--- config.mk ---
export PLATFORM = sky130hd
export DESIGN_NAME = pfba_engine
export DESIGN_NICKNAME = d
export VERILOG_FILES = /design/src/rtl/pfba_pkg.sv /design/src/rtl/pfba_engine.sv
export SDC_FILE = /design/constraint.sdc
export NUM_CORES = 1
export LEC_CHECK = 0
export BUFFER_PORTS_ARGS = -buffer_cell sky130_fd_sc_hd__buf_2
export CAP_MARGIN = 5
export CORE_MARGIN = 2
export CORE_UTILIZATION = 41
export DETAILED_ROUTE_END_ITERATION = 10
export MAX_ROUTING_LAYER = met4
export PLACE_DENSITY = 0.65
export RECOVER_POWER = 100
export SYNTH_ARGS = -nofsm -noshare
export SYNTH_HDL_FRONTEND = slang
export SYNTH_SLANG_ARGS = --single-unit
--- constraint.sdc ---
create_clock -name clk -period 10.6 [get_ports clk]
set_clock_uncertainty 0.15 [all_clocks]
set_input_delay 1.06 -clock clk [delete_from_list [all_inputs] [get_ports clk]]
set_output_delay 1.06 -clock clk [all_outputs]
set_load 0.03 [all_outputs]
--- src/rtl/pfba_pkg.sv ---
// ----------------------------------------------------------------------------
// pfba_pkg
// Shared types, sizes, codes and helpers of the page frame bitmap allocator.
// ----------------------------------------------------------------------------
package pfba_pkg;

	localparam int WORDS_PER_REGION = 64;
	localparam int NUM_REGIONS      = 3;
	localparam int DEPTH            = NUM_REGIONS * WORDS_PER_REGION;
	localparam int ADDR_W           = (DEPTH > 1) ? $clog2(DEPTH) : 1;
	localparam int WIDX_W           = (WORDS_PER_REGION > 1) ? $clog2(WORDS_PER_REGION) : 1;

	localparam int CFG_REGIONS = 3;
	localparam int WORD_W      = 64;
	localparam int BIT_W       = 6;
	localparam int FRAME_W     = 28;
	localparam int WCNT_W      = 7;
	localparam int RCNT_W      = 2;
	localparam int RES_W       = 13;
	localparam int FREE_W      = 13;
	localparam int TOTAL_W     = 14;
	localparam int REG_W       = 2;
	localparam int OP_W        = 2;
	localparam int ST_W        = 2;
	localparam int CFG_IDX_W   = 3;

	localparam logic [WORD_W-1:0]  FULL_WORD       = '1;
	localparam logic [FREE_W-1:0]  REGION_FREE_MAX = '1;
	localparam logic [TOTAL_W-1:0] TOTAL_FREE_MAX  = '1;
	localparam logic [FRAME_W-1:0] BASE0_RESET     = FRAME_W'(256);

	localparam logic [OP_W-1:0] OP_ALLOC   = 2'd0;
	localparam logic [OP_W-1:0] OP_RELEASE = 2'd1;
	localparam logic [OP_W-1:0] OP_INIT    = 2'd2;
	localparam logic [OP_W-1:0] OP_NOP     = 2'd3;

	localparam logic [ST_W-1:0] ST_OK      = 2'd0;
	localparam logic [ST_W-1:0] ST_NOFREE  = 2'd1;
	localparam logic [ST_W-1:0] ST_OUTSIDE = 2'd2;
	localparam logic [ST_W-1:0] ST_REFUSED = 2'd3;

	localparam logic [CFG_IDX_W-1:0] CFG_BASE0    = 3'd0;
	localparam logic [CFG_IDX_W-1:0] CFG_WORDS0   = 3'd1;
	localparam logic [CFG_IDX_W-1:0] CFG_BASE1    = 3'd2;
	localparam logic [CFG_IDX_W-1:0] CFG_WORDS1   = 3'd3;
	localparam logic [CFG_IDX_W-1:0] CFG_BASE2    = 3'd4;
	localparam logic [CFG_IDX_W-1:0] CFG_WORDS2   = 3'd5;
	localparam logic [CFG_IDX_W-1:0] CFG_RCOUNT   = 3'd6;
	localparam logic [CFG_IDX_W-1:0] CFG_RESERVED = 3'd7;

	typedef struct packed {
		logic [OP_W-1:0]    opcode;
		logic [FRAME_W-1:0] release_frame;
	} pfba_req_t;

	typedef struct packed {
		logic [ST_W-1:0]    status;
		logic [FRAME_W-1:0] frame_number;
		logic [REG_W-1:0]   region_index;
		logic [TOTAL_W-1:0] total_free;
	} pfba_rsp_t;

	typedef struct packed {
		logic [CFG_REGIONS-1:0][FRAME_W-1:0] base_frame;
		logic [CFG_REGIONS-1:0][WCNT_W-1:0]  words;
		logic [RCNT_W-1:0]                   region_count;
		logic [RES_W-1:0]                    reserved_frames;
	} pfba_cfg_t;

	function automatic logic [WCNT_W-1:0] words_eff(input logic [WCNT_W-1:0] w);
		logic [WCNT_W-1:0] r;
		r = w;
		if (int'(w) > WORDS_PER_REGION) r = WCNT_W'(WORDS_PER_REGION);
		return r;
	endfunction

	function automatic logic [ADDR_W-1:0] word_addr(input logic [REG_W-1:0] r,
			input logic [WIDX_W-1:0] w);
		return ADDR_W'(int'(r) * WORDS_PER_REGION + int'(w));
	endfunction

endpackage

--- src/rtl/pfba_engine.sv ---
// ----------------------------------------------------------------------------
// pfba_engine
// Request sequencer: first-fit word scan, release check and bitmap
// initialize, read-modify-write on the bitmap RAM, free counters.
// ----------------------------------------------------------------------------
module pfba_engine (
	input  logic                               clk,
	input  logic                               arst_n,
	input  logic                               accept,
	input  pfba_pkg::pfba_req_t                req,
	input  pfba_pkg::pfba_cfg_t                cfg,
	output logic                               idle,
	output logic                               res_valid,
	output pfba_pkg::pfba_rsp_t                res,
	output logic                               mem_we,
	output logic [pfba_pkg::ADDR_W-1:0]        mem_waddr,
	output logic [pfba_pkg::WORD_W-1:0]        mem_wdata,
	output logic                               mem_re,
	output logic [pfba_pkg::ADDR_W-1:0]        mem_raddr,
	input  logic [pfba_pkg::WORD_W-1:0]        mem_rdata
);
	import pfba_pkg::*;

	localparam logic [2:0] S_IDLE  = 3'd0;
	localparam logic [2:0] S_SCAN  = 3'd1;
	localparam logic [2:0] S_RFIND = 3'd2;
	localparam logic [2:0] S_RRD   = 3'd3;
	localparam logic [2:0] S_RCHK  = 3'd4;
	localparam logic [2:0] S_INIT  = 3'd5;

	logic [2:0]                         state_q, state_d;
	logic [REG_W-1:0]                   ir_q, ir_d;
	logic [WIDX_W-1:0]                  iw_q, iw_d;
	logic                               iss_more_q, iss_more_d;
	logic                               ck_vld_s1, ck_vld_d;
	logic [REG_W-1:0]                   ck_r_s1;
	logic [WIDX_W-1:0]                  ck_w_s1;
	logic                               rvld_s1;
	logic [DEPTH-1:0]                   valid_q;
	logic                               init_clr;
	logic [NUM_REGIONS-1:0][FREE_W-1:0] free_q, free_d, free_init;
	logic [TOTAL_W-1:0]                 total_q, total_d, total_init;
	logic [FRAME_W-1:0]                 frame_q, frame_d;
	logic [REG_W-1:0]                   rel_r_q, rel_r_d;
	logic [FREE_W-1:0]                  rel_off_q, rel_off_d;
	logic [WCNT_W-1:0]                  k_q, k_d;

	logic [REG_W-1:0]                   n_act;
	logic [CFG_REGIONS-1:0][WCNT_W-1:0] weff;
	logic [CFG_REGIONS-1:0][FREE_W-1:0] cap;
	logic [NUM_REGIONS-1:0]             active;
	logic [FREE_W-1:0]                  res_lim;
	logic [REG_W-1:0]                   first_r, nxt_r, m_r;
	logic                               first_ok, nxt_ok, m_ok;
	logic [FREE_W-1:0]                  m_off;
	logic [WORD_W-1:0]                  word_s1;
	logic [BIT_W-1:0]                   fb;
	logic                               found;

	// geometry seen through the saturation rules
	always_comb begin
		n_act = (int'(cfg.region_count) > NUM_REGIONS) ? REG_W'(NUM_REGIONS)
			: cfg.region_count;
		for (int r = 0; r < CFG_REGIONS; r++) begin
			weff[r] = words_eff(cfg.words[r]);
			cap[r]  = {weff[r], {BIT_W{1'b0}}};
		end
		for (int r = 0; r < NUM_REGIONS; r++) begin
			active[r] = (r < int'(n_act)) && (weff[r] != '0);
		end
		if (n_act == '0) begin
			res_lim = '0;
		end else begin
			res_lim = (cfg.reserved_frames > cap[0]) ? cap[0] : cfg.reserved_frames;
		end
	end

	// region walk for the scan
	always_comb begin
		first_r  = '0;
		first_ok = 1'b0;
		nxt_r    = '0;
		nxt_ok   = 1'b0;
		for (int r = NUM_REGIONS - 1; r >= 0; r--) begin
			if (active[r]) begin
				first_r  = REG_W'(r);
				first_ok = 1'b1;
			end
			if (active[r] && (r > int'(ir_q))) begin
				nxt_r  = REG_W'(r);
				nxt_ok = 1'b1;
			end
		end
	end

	// release range match, lowest region wins
	always_comb begin : rel_match
		logic [FRAME_W:0] diff;
		m_ok  = 1'b0;
		m_r   = '0;
		m_off = '0;
		for (int r = NUM_REGIONS - 1; r >= 0; r--) begin
			diff = {1'b0, frame_q} - {1'b0, cfg.base_frame[r]};
			if ((r < int'(n_act)) && !diff[FRAME_W]
					&& (diff[FRAME_W-1:0] < FRAME_W'(cap[r]))) begin
				m_ok  = 1'b1;
				m_r   = REG_W'(r);
				m_off = FREE_W'(diff);
			end
		end
	end

	// free counts after initialize
	always_comb begin : init_counts
		logic [TOTAL_W:0] sum;
		sum = '0;
		for (int r = 0; r < NUM_REGIONS; r++) begin
			free_init[r] = (r < int'(n_act)) ? cap[r] : '0;
		end
		free_init[0] = (free_init[0] > res_lim) ? free_init[0] - res_lim : '0;
		for (int r = 0; r < NUM_REGIONS; r++) begin
			sum = sum + (TOTAL_W + 1)'(free_init[r]);
		end
		total_init = (sum > (TOTAL_W + 1)'(TOTAL_FREE_MAX)) ? TOTAL_FREE_MAX
			: sum[TOTAL_W-1:0];
	end

	// first clear bit of the word under check
	always_comb begin
		word_s1 = rvld_s1 ? mem_rdata : '0;
		fb = '0;
		for (int b = WORD_W - 1; b >= 0; b--) begin
			if (!word_s1[b]) fb = BIT_W'(b);
		end
		found = (state_q == S_SCAN) && ck_vld_s1 && (word_s1 != FULL_WORD);
	end

	always_comb begin
		state_d    = state_q;
		ir_d       = ir_q;
		iw_d       = iw_q;
		iss_more_d = iss_more_q;
		ck_vld_d   = 1'b0;
		k_d        = k_q;
		rel_r_d    = rel_r_q;
		rel_off_d  = rel_off_q;
		frame_d    = frame_q;
		free_d     = free_q;
		total_d    = total_q;
		init_clr   = 1'b0;
		mem_re     = 1'b0;
		mem_raddr  = '0;
		mem_we     = 1'b0;
		mem_waddr  = '0;
		mem_wdata  = '0;
		res_valid  = 1'b0;
		res.status       = ST_OK;
		res.frame_number = '0;
		res.region_index = '0;
		unique case (state_q)
			S_IDLE: begin
				if (accept) begin
					frame_d = req.release_frame;
					unique case (req.opcode)
						OP_ALLOC: begin
							ir_d       = first_r;
							iw_d       = '0;
							iss_more_d = first_ok;
							state_d    = S_SCAN;
						end
						OP_RELEASE: begin
							state_d = S_RFIND;
						end
						OP_INIT: begin
							init_clr = 1'b1;
							free_d   = free_init;
							total_d  = total_init;
							k_d      = '0;
							state_d  = S_INIT;
						end
						OP_NOP: begin
							res_valid = 1'b1;
						end
					endcase
				end
			end
			S_SCAN: begin
				if (found) begin
					mem_we    = 1'b1;
					mem_waddr = word_addr(ck_r_s1, ck_w_s1);
					mem_wdata = word_s1 | (WORD_W'(1) << fb);
					if (free_q[ck_r_s1] != '0) free_d[ck_r_s1] = free_q[ck_r_s1] - 1'b1;
					if (total_q != '0) total_d = total_q - 1'b1;
					res_valid        = 1'b1;
					res.frame_number = cfg.base_frame[ck_r_s1] + FRAME_W'({ck_w_s1, fb});
					res.region_index = ck_r_s1;
					state_d          = S_IDLE;
				end else if (!iss_more_q) begin
					res_valid  = 1'b1;
					res.status = ST_NOFREE;
					state_d    = S_IDLE;
				end else begin
					mem_re    = 1'b1;
					mem_raddr = word_addr(ir_q, iw_q);
					ck_vld_d  = 1'b1;
					if ((int'(iw_q) + 1) >= int'(weff[ir_q])) begin
						iw_d = '0;
						if (nxt_ok) begin
							ir_d = nxt_r;
						end else begin
							iss_more_d = 1'b0;
						end
					end else begin
						iw_d = iw_q + 1'b1;
					end
				end
			end
			S_RFIND: begin
				if (m_ok) begin
					rel_r_d   = m_r;
					rel_off_d = m_off;
					state_d   = S_RRD;
				end else begin
					res_valid  = 1'b1;
					res.status = ST_OUTSIDE;
					state_d    = S_IDLE;
				end
			end
			S_RRD: begin
				mem_re    = 1'b1;
				mem_raddr = word_addr(rel_r_q, WIDX_W'(rel_off_q >> BIT_W));
				state_d   = S_RCHK;
			end
			S_RCHK: begin
				res_valid        = 1'b1;
				res.region_index = rel_r_q;
				state_d          = S_IDLE;
				if (((rel_r_q == '0) && (rel_off_q < res_lim))
						|| !word_s1[rel_off_q[BIT_W-1:0]]) begin
					res.status = ST_REFUSED;
				end else begin
					mem_we    = 1'b1;
					mem_waddr = word_addr(rel_r_q, WIDX_W'(rel_off_q >> BIT_W));
					mem_wdata = word_s1 & ~(WORD_W'(1) << rel_off_q[BIT_W-1:0]);
					if (free_q[rel_r_q] != REGION_FREE_MAX) begin
						free_d[rel_r_q] = free_q[rel_r_q] + 1'b1;
					end
					if (total_q != TOTAL_FREE_MAX) total_d = total_q + 1'b1;
				end
			end
			S_INIT: begin
				if ({k_q, {BIT_W{1'b0}}} < res_lim) begin
					mem_we    = 1'b1;
					mem_waddr = word_addr('0, WIDX_W'(k_q));
					mem_wdata = (k_q < res_lim[FREE_W-1:BIT_W]) ? FULL_WORD
						: ((WORD_W'(1) << res_lim[BIT_W-1:0]) - WORD_W'(1));
					k_d = k_q + 1'b1;
				end else begin
					res_valid = 1'b1;
					state_d   = S_IDLE;
				end
			end
			default: begin
				state_d = S_IDLE;
			end
		endcase
		res.total_free = total_d;
	end

	always_ff @(posedge clk or negedge arst_n) begin
		if (!arst_n) begin
			state_q    <= S_IDLE;
			iss_more_q <= 1'b0;
			ck_vld_s1  <= 1'b0;
			valid_q    <= '0;
			free_q     <= '0;
			total_q    <= '0;
		end else begin
			state_q    <= state_d;
			iss_more_q <= iss_more_d;
			ck_vld_s1  <= ck_vld_d;
			free_q     <= free_d;
			total_q    <= total_d;
			if (init_clr) begin
				valid_q <= '0;
			end else if (mem_we) begin
				valid_q[mem_waddr] <= 1'b1;
			end
		end
	end

	always_ff @(posedge clk) begin
		ir_q      <= ir_d;
		iw_q      <= iw_d;
		ck_r_s1   <= ir_q;
		ck_w_s1   <= iw_q;
		rvld_s1   <= valid_q[mem_raddr];
		k_q       <= k_d;
		rel_r_q   <= rel_r_d;
		rel_off_q <= rel_off_d;
		frame_q   <= frame_d;
	end

	assign idle = (state_q == S_IDLE);

endmodule

* Word-level counts from Yosys, hierarchy flattened
Index checks and enable logic that the tools add are counted.
Operators by class: add/sub/neg operators 16, multiply operators 0, divide/modulo/power cells 0, magnitude comparators 24, equality and inequality tests 21, shifts and indexed selects 3, muxes and demuxes 181, bitwise operators 4, reduce and logical (&&, ||, !) cells 39
Operators with widths (number):
- $mux W6 | 70
- $mux W192 | 2
- $mux W64 | 5
- $or A192 B192 Y192 | 1
- $pmux W64 S3 | 1
- $shl A1 B6 Y64 const A | 3
- $mux W13 | 9
- $mux W14 | 7
- $sub A28 B28 Y29 | 3
- $lt A28 B13 Y1 | 3
- $and A64 B64 Y64 | 1
- $ne A64 B64 Y1 const B | 1
- $not A64 Y64 | 1
- $or A64 B64 Y64 | 1
- $sub A64 B1 Y64 const B | 1
- $bmux W28 S2 | 1
- $mux W28 | 2
- $mux W7 | 7
- $pmux W14 S3 | 1
- $mux W1 | 35
- $mux W8 | 4
- $mux W2 | 15
- $mux W30 | 1
- $add A28 B12 Y28 | 1
- other kinds (62) | 112
Word-level totals: flip-flop bits (word level) 278, bits in latches 0, memory bits (writable) 0, ROM bits 0, input bits 217, logic and storage cells 303, memories kept 0

* Logic depth before layout (Yosys ltp)
depth in word-level cells 69, depth in mapped cells 38, depth with buffers taken out 36

* Worst setup path after synthesis
OpenSTA, ideal clock, no wires.
path type input-to-output, start input port cfg[21] in the netlist's numbering, end output port res[0] in the netlist's numbering, arrival time 7671 ps, data required time 9390 ps, path slack 1719 ps, stages on the path 35, path buffers 3, cells stage by stage clkinv_1 -> nand2_1 -> ha_1 -> nor2b_1 -> o21a_1 -> o21a_1 -> o21ai_0 -> a21oi_1 -> o21ai_1 -> clkbuf_1 -> nand2_1 -> o21ai_0 -> nand2_1 -> ha_1 -> nand3_1 -> o21ai_0 -> a21o_1 -> a21oi_1 -> a21oi_1 -> clkbuf_1 -> nand2_1 -> fa_1 -> inv_1 -> ha_1 -> a21o_1 -> a21oi_1 -> o21bai_1 -> a21oi_1 -> inv_1 -> a21oi_1 -> o21ai_0 -> clkbuf_1 -> a21oi_1 -> o32ai_1 -> a21boi_0
RTL lines:
- from (decl) | line pfba_engine.sv:11 | input pfba_pkg::pfba_cfg_t cfg,
- to (decl) | line pfba_engine.sv:14 | output pfba_pkg::pfba_rsp_t res,

* Worst setup path in the final report
start input port cfg[21] in the netlist's numbering, end output port mem_wdata[30] in the netlist's numbering
On the way: longest elaborated chain between the ends 10, elaborated cells between the ends (all ways) 16
Ends and longest elaborated chain:
- $gt A7 B7 Y1 | line pfba_pkg.sv:73 | if (int'(w) > WORDS_PER_REGION) r = WCNT_W'(WORDS_PER_REGION);
- $mux W7 (*) | line pfba_pkg.sv:73
- $gt A13 B13 Y1 | line pfba_engine.sv:74 | res_lim = (cfg.reserved_frames > cap[0]) ? cap[0] : cfg.reserved_frames;
- $mux W13 (*) | line pfba_engine.sv:74
- $mux W13 (*) | line pfba_engine.sv:71 | if (n_act == '0) begin
- $shl A1 B6 Y64 or $lt A13 B13 Y1 (tied branches) | line pfba_engine.sv:256, pfba_engine.sv:238
- $sub A64 B1 Y64 or $logic_and A1 B1 Y1 (tied branches) | line pfba_engine.sv:256, pfba_engine.sv:238
- $mux W64 or $logic_or A1 B1 Y1 (tied branches) | line pfba_engine.sv:255, pfba_engine.sv:239
- $mux W64 (on tied branches) | line pfba_engine.sv:252, pfba_engine.sv:238
- $pmux W64 S3 (*) | line pfba_engine.sv:160 | unique case (state_q)
- to (decl) | line pfba_engine.sv:17 | output logic [pfba_pkg::WORD_W-1:0] mem_wdata,
Every way passes the cells marked *; elsewhere a longest branch is shown, timed or not.

==> flow_summary.toml <==
[floorplan]
die_w_um = 264.7
die_y_um = 264.7
dieArea_sq_um = 70090
ioPinCount = 347
rows = 95
core_area_sq_um = 67280
start_util = 0.4143

[clock_tree]
cts.sinks = 278
clockBufferDepth = 3
clock_latency_ns = 0.61
cts_hold_buf = 0
cts.reportedPaths.clkPinSlew_ns = 0.06
root_buffer = "clkbuf_16"
cts_tree = "built"
cts_made_buffers = 30
cts-htree-levels = 1

[synth]
ys_top_cells_by_count = "nand2_1 (469), o21ai_0 (294), nor2_1 (279), a21oi_1 (246), inv_1 (215)"
synth_edf_count = 58
synth-main-ff-cell = "dfrtp_1"
syn_area_per_cell_sq_um = 7.773
ys_async_sr_fraction = 0.7590
ys_types = 102
yosysWarnings = 0
netlist_area_sq_um = 27870
synth.top_cell.area_share = 0.1894
ys_seq_elements = 278
yosys.area.top_type = "dfrtp_1"
synthTopCellsByArea = "dfrtp_1 (19%), ha_1 (7.7%), nand2_1 (6.3%)"
synthCells = 3586
ys_seq_area_frac = 0.2584
synth_nets = 3987
synth.most_common_cell = "nand2_1"

[worst_hold_path]
min_path_type = "reg2reg"
min_from = "iw_q[4]"
hold_path_end = "ck_w_s1[4]"
hold_path_depth = 0

[placement]
placed_area_sq_um = 30280
io_buffer_count = 346
gp_congestion = 1.052
dp_hpwl_um = 93780

[layout]
final_area_sq_um = 30980
utilization = 0.4606
final_nets = 4214
syn2layout_area_growth_pct = 11.16
drive_above_1_share = 0.1106

[job]
max_cap_violations = 9

[power]
max-vdd-ir-drop_mv = 0.1522
p_leak_nw = 13.76
power_mw = 5.245
power-per-cell-area_nw_per_um2 = 169.3

[drt]
vias_per_cell = 6.404
vias = 30200
drt-wirelength-per-cell_um = 25.50
highest_layer = "met4"
drc = 0
drt-initial-drc-count = 3879
ant_nets = 0
met1_length_um = 54020
routed_wl_um = 120300
met2WireLength_um = 49930
dr.pass1.iters = 6
wl_met3_um = 12300

[global_route]
grt_pass1_wl_um = 179100
gr-total-overflow = 0
grt_max_degree = 80
grt_usage = 0.3406
first_global_vias = 27940
antenna_found_initial = 11

[sta]
timing.final.crit_period_ns = 9.871
hold_viol_final = 0
worst_pin_slew_ns = 4.299
whs_ns = 0.2971
timing.fmax_mhz = 101.3
setup_tns_ns = 0
timing.max_slew.rel_slack = -1.866
maxSlewViolCount = 396
finalSetupViolations = 0
rsz0062_at_grt = "false"
post-route-period-util = 0.9313

[worst_setup_path]
critPathRequiredTime_ns = 9.39
rrSetupSlack_ns = 2.07
r2r-start = "rvld_s1"
slowest_stage = "o21ai_1"
max_stage_delay_ns = 1.59
cp_common_cell = "clkbuf_1"
crit_arrival_ns = 8.66
end_kind = "output port"
path_class = "in2out"
critPathLaunchType = "input port"
cp_max_fo = 25
r2r-end = "rvld_s1"
ff2ff_path_depth = 16

[run_status]
violations = "capacitance limit, slew limit"
status = "finished, violations left"
-- layer usage --
metal,vias to the layer above,global-route usage
li1,13700,-
met1,14650,0.4979
met2,1625,0.4777
met3,233,0.06261
met4,0,0.09421
met5,-,-
-- final cells by class --
cell class | count | area [sq um]
clock inverters | 8 | 67.56
inverters | 222 | 833.3
flip-flops and latches | 278 | 7203
multi-input cells | 2882 | 18950
clock buffers | 44 | 874.6
well taps | 873 | 1092
repair buffers | 399 | 1943
diodes | 10 | 25.02
fillers | 6842 | 36290
-- kinds of logic (layout without fill, tap and decap cells) --
kind of cell	Yosys count	count (layout)	share of synthesized area
adders and majority gates	184	184	0.08582
DFF	278	278	0.2584
xor gates and xnor gates	87	87	0.02734
muxes	130	130	0.05867
other	0	10	0
and+or+nand+nor	1286	1286	0.2188
buffers and inverters	426	673	0.06159
AOI/OAI and AO/OA	1195	1195	0.2894
-- how the worst max path moves through the flow --
stage                     startpoint       endpoint
final                        cfg[21]  mem_wdata[30]
after global placement       cfg[21]         res[8]
after CTS                    cfg[21]         res[8]
after floorplan              cfg[21]         res[0]
after global routing         cfg[21]         res[8]
after detailed placement     cfg[21]         res[8]
-- power by group --
group / switching (mW) / leakage, nW / total, mW / internal [mW]
sequential: 0.188 / 3.58 / 1.40 / 1.21
combinational: 1.88 / 9.72 / 2.81 / 0.931
clock: 0.464 / 0.467 / 1.03 / 0.570
total: 2.53 / 13.8 / 5.24 / 2.71
-- critical path, delay by kind of cell --
kind                       cells  cell delay (ns)
AOI/OAI and AO/OA             14             4.14
adders and majority gates      2             0.54
buffers and inverters          7             2.10
and+or+nand+nor                3             0.79
-- state kept, by name, indices dropped and copies added, names as in the netlist --
name        count
ck_vld_s1       1
frame_q        28
ir_q            2
iw_q            6
ck_r_s1         2
rel_off_q      13
rvld_s1         1
valid_q       192
total_q        14
ck_w_s1         6
k_q             7
state_q         3
rel_r_q         2
iss_more_q      1
-- cells in the final DEF, fill, tap and decap left out, types with 141 or more instances in the layout --
master and n:
a21oi_1 246, a22o_1 144, buf_2 225, clkbuf_1 141, dfrtp_1 211, ha_1 172, inv_1 217, nand2_1 468
nor2_1 285, o21ai_0 302
-- timing repair --
item	CTS	global route
setup endpoints to repair	0	1
gates resized for setup	0	1
hold endpoints to repair	0	0
setup buffers	0	0
-- metrics by stage --
step           std cells  setup slack [ns]
5_1_grt             4715            0.1045
6_report            4716            0.7287
3_3_place_gp        4654             1.035
4_1_cts             4706            0.8272
3_5_place_dp        4654            0.8592
2_1_floorplan       3586             1.719
No activity file was read; power rests on OpenSTA's default activity.
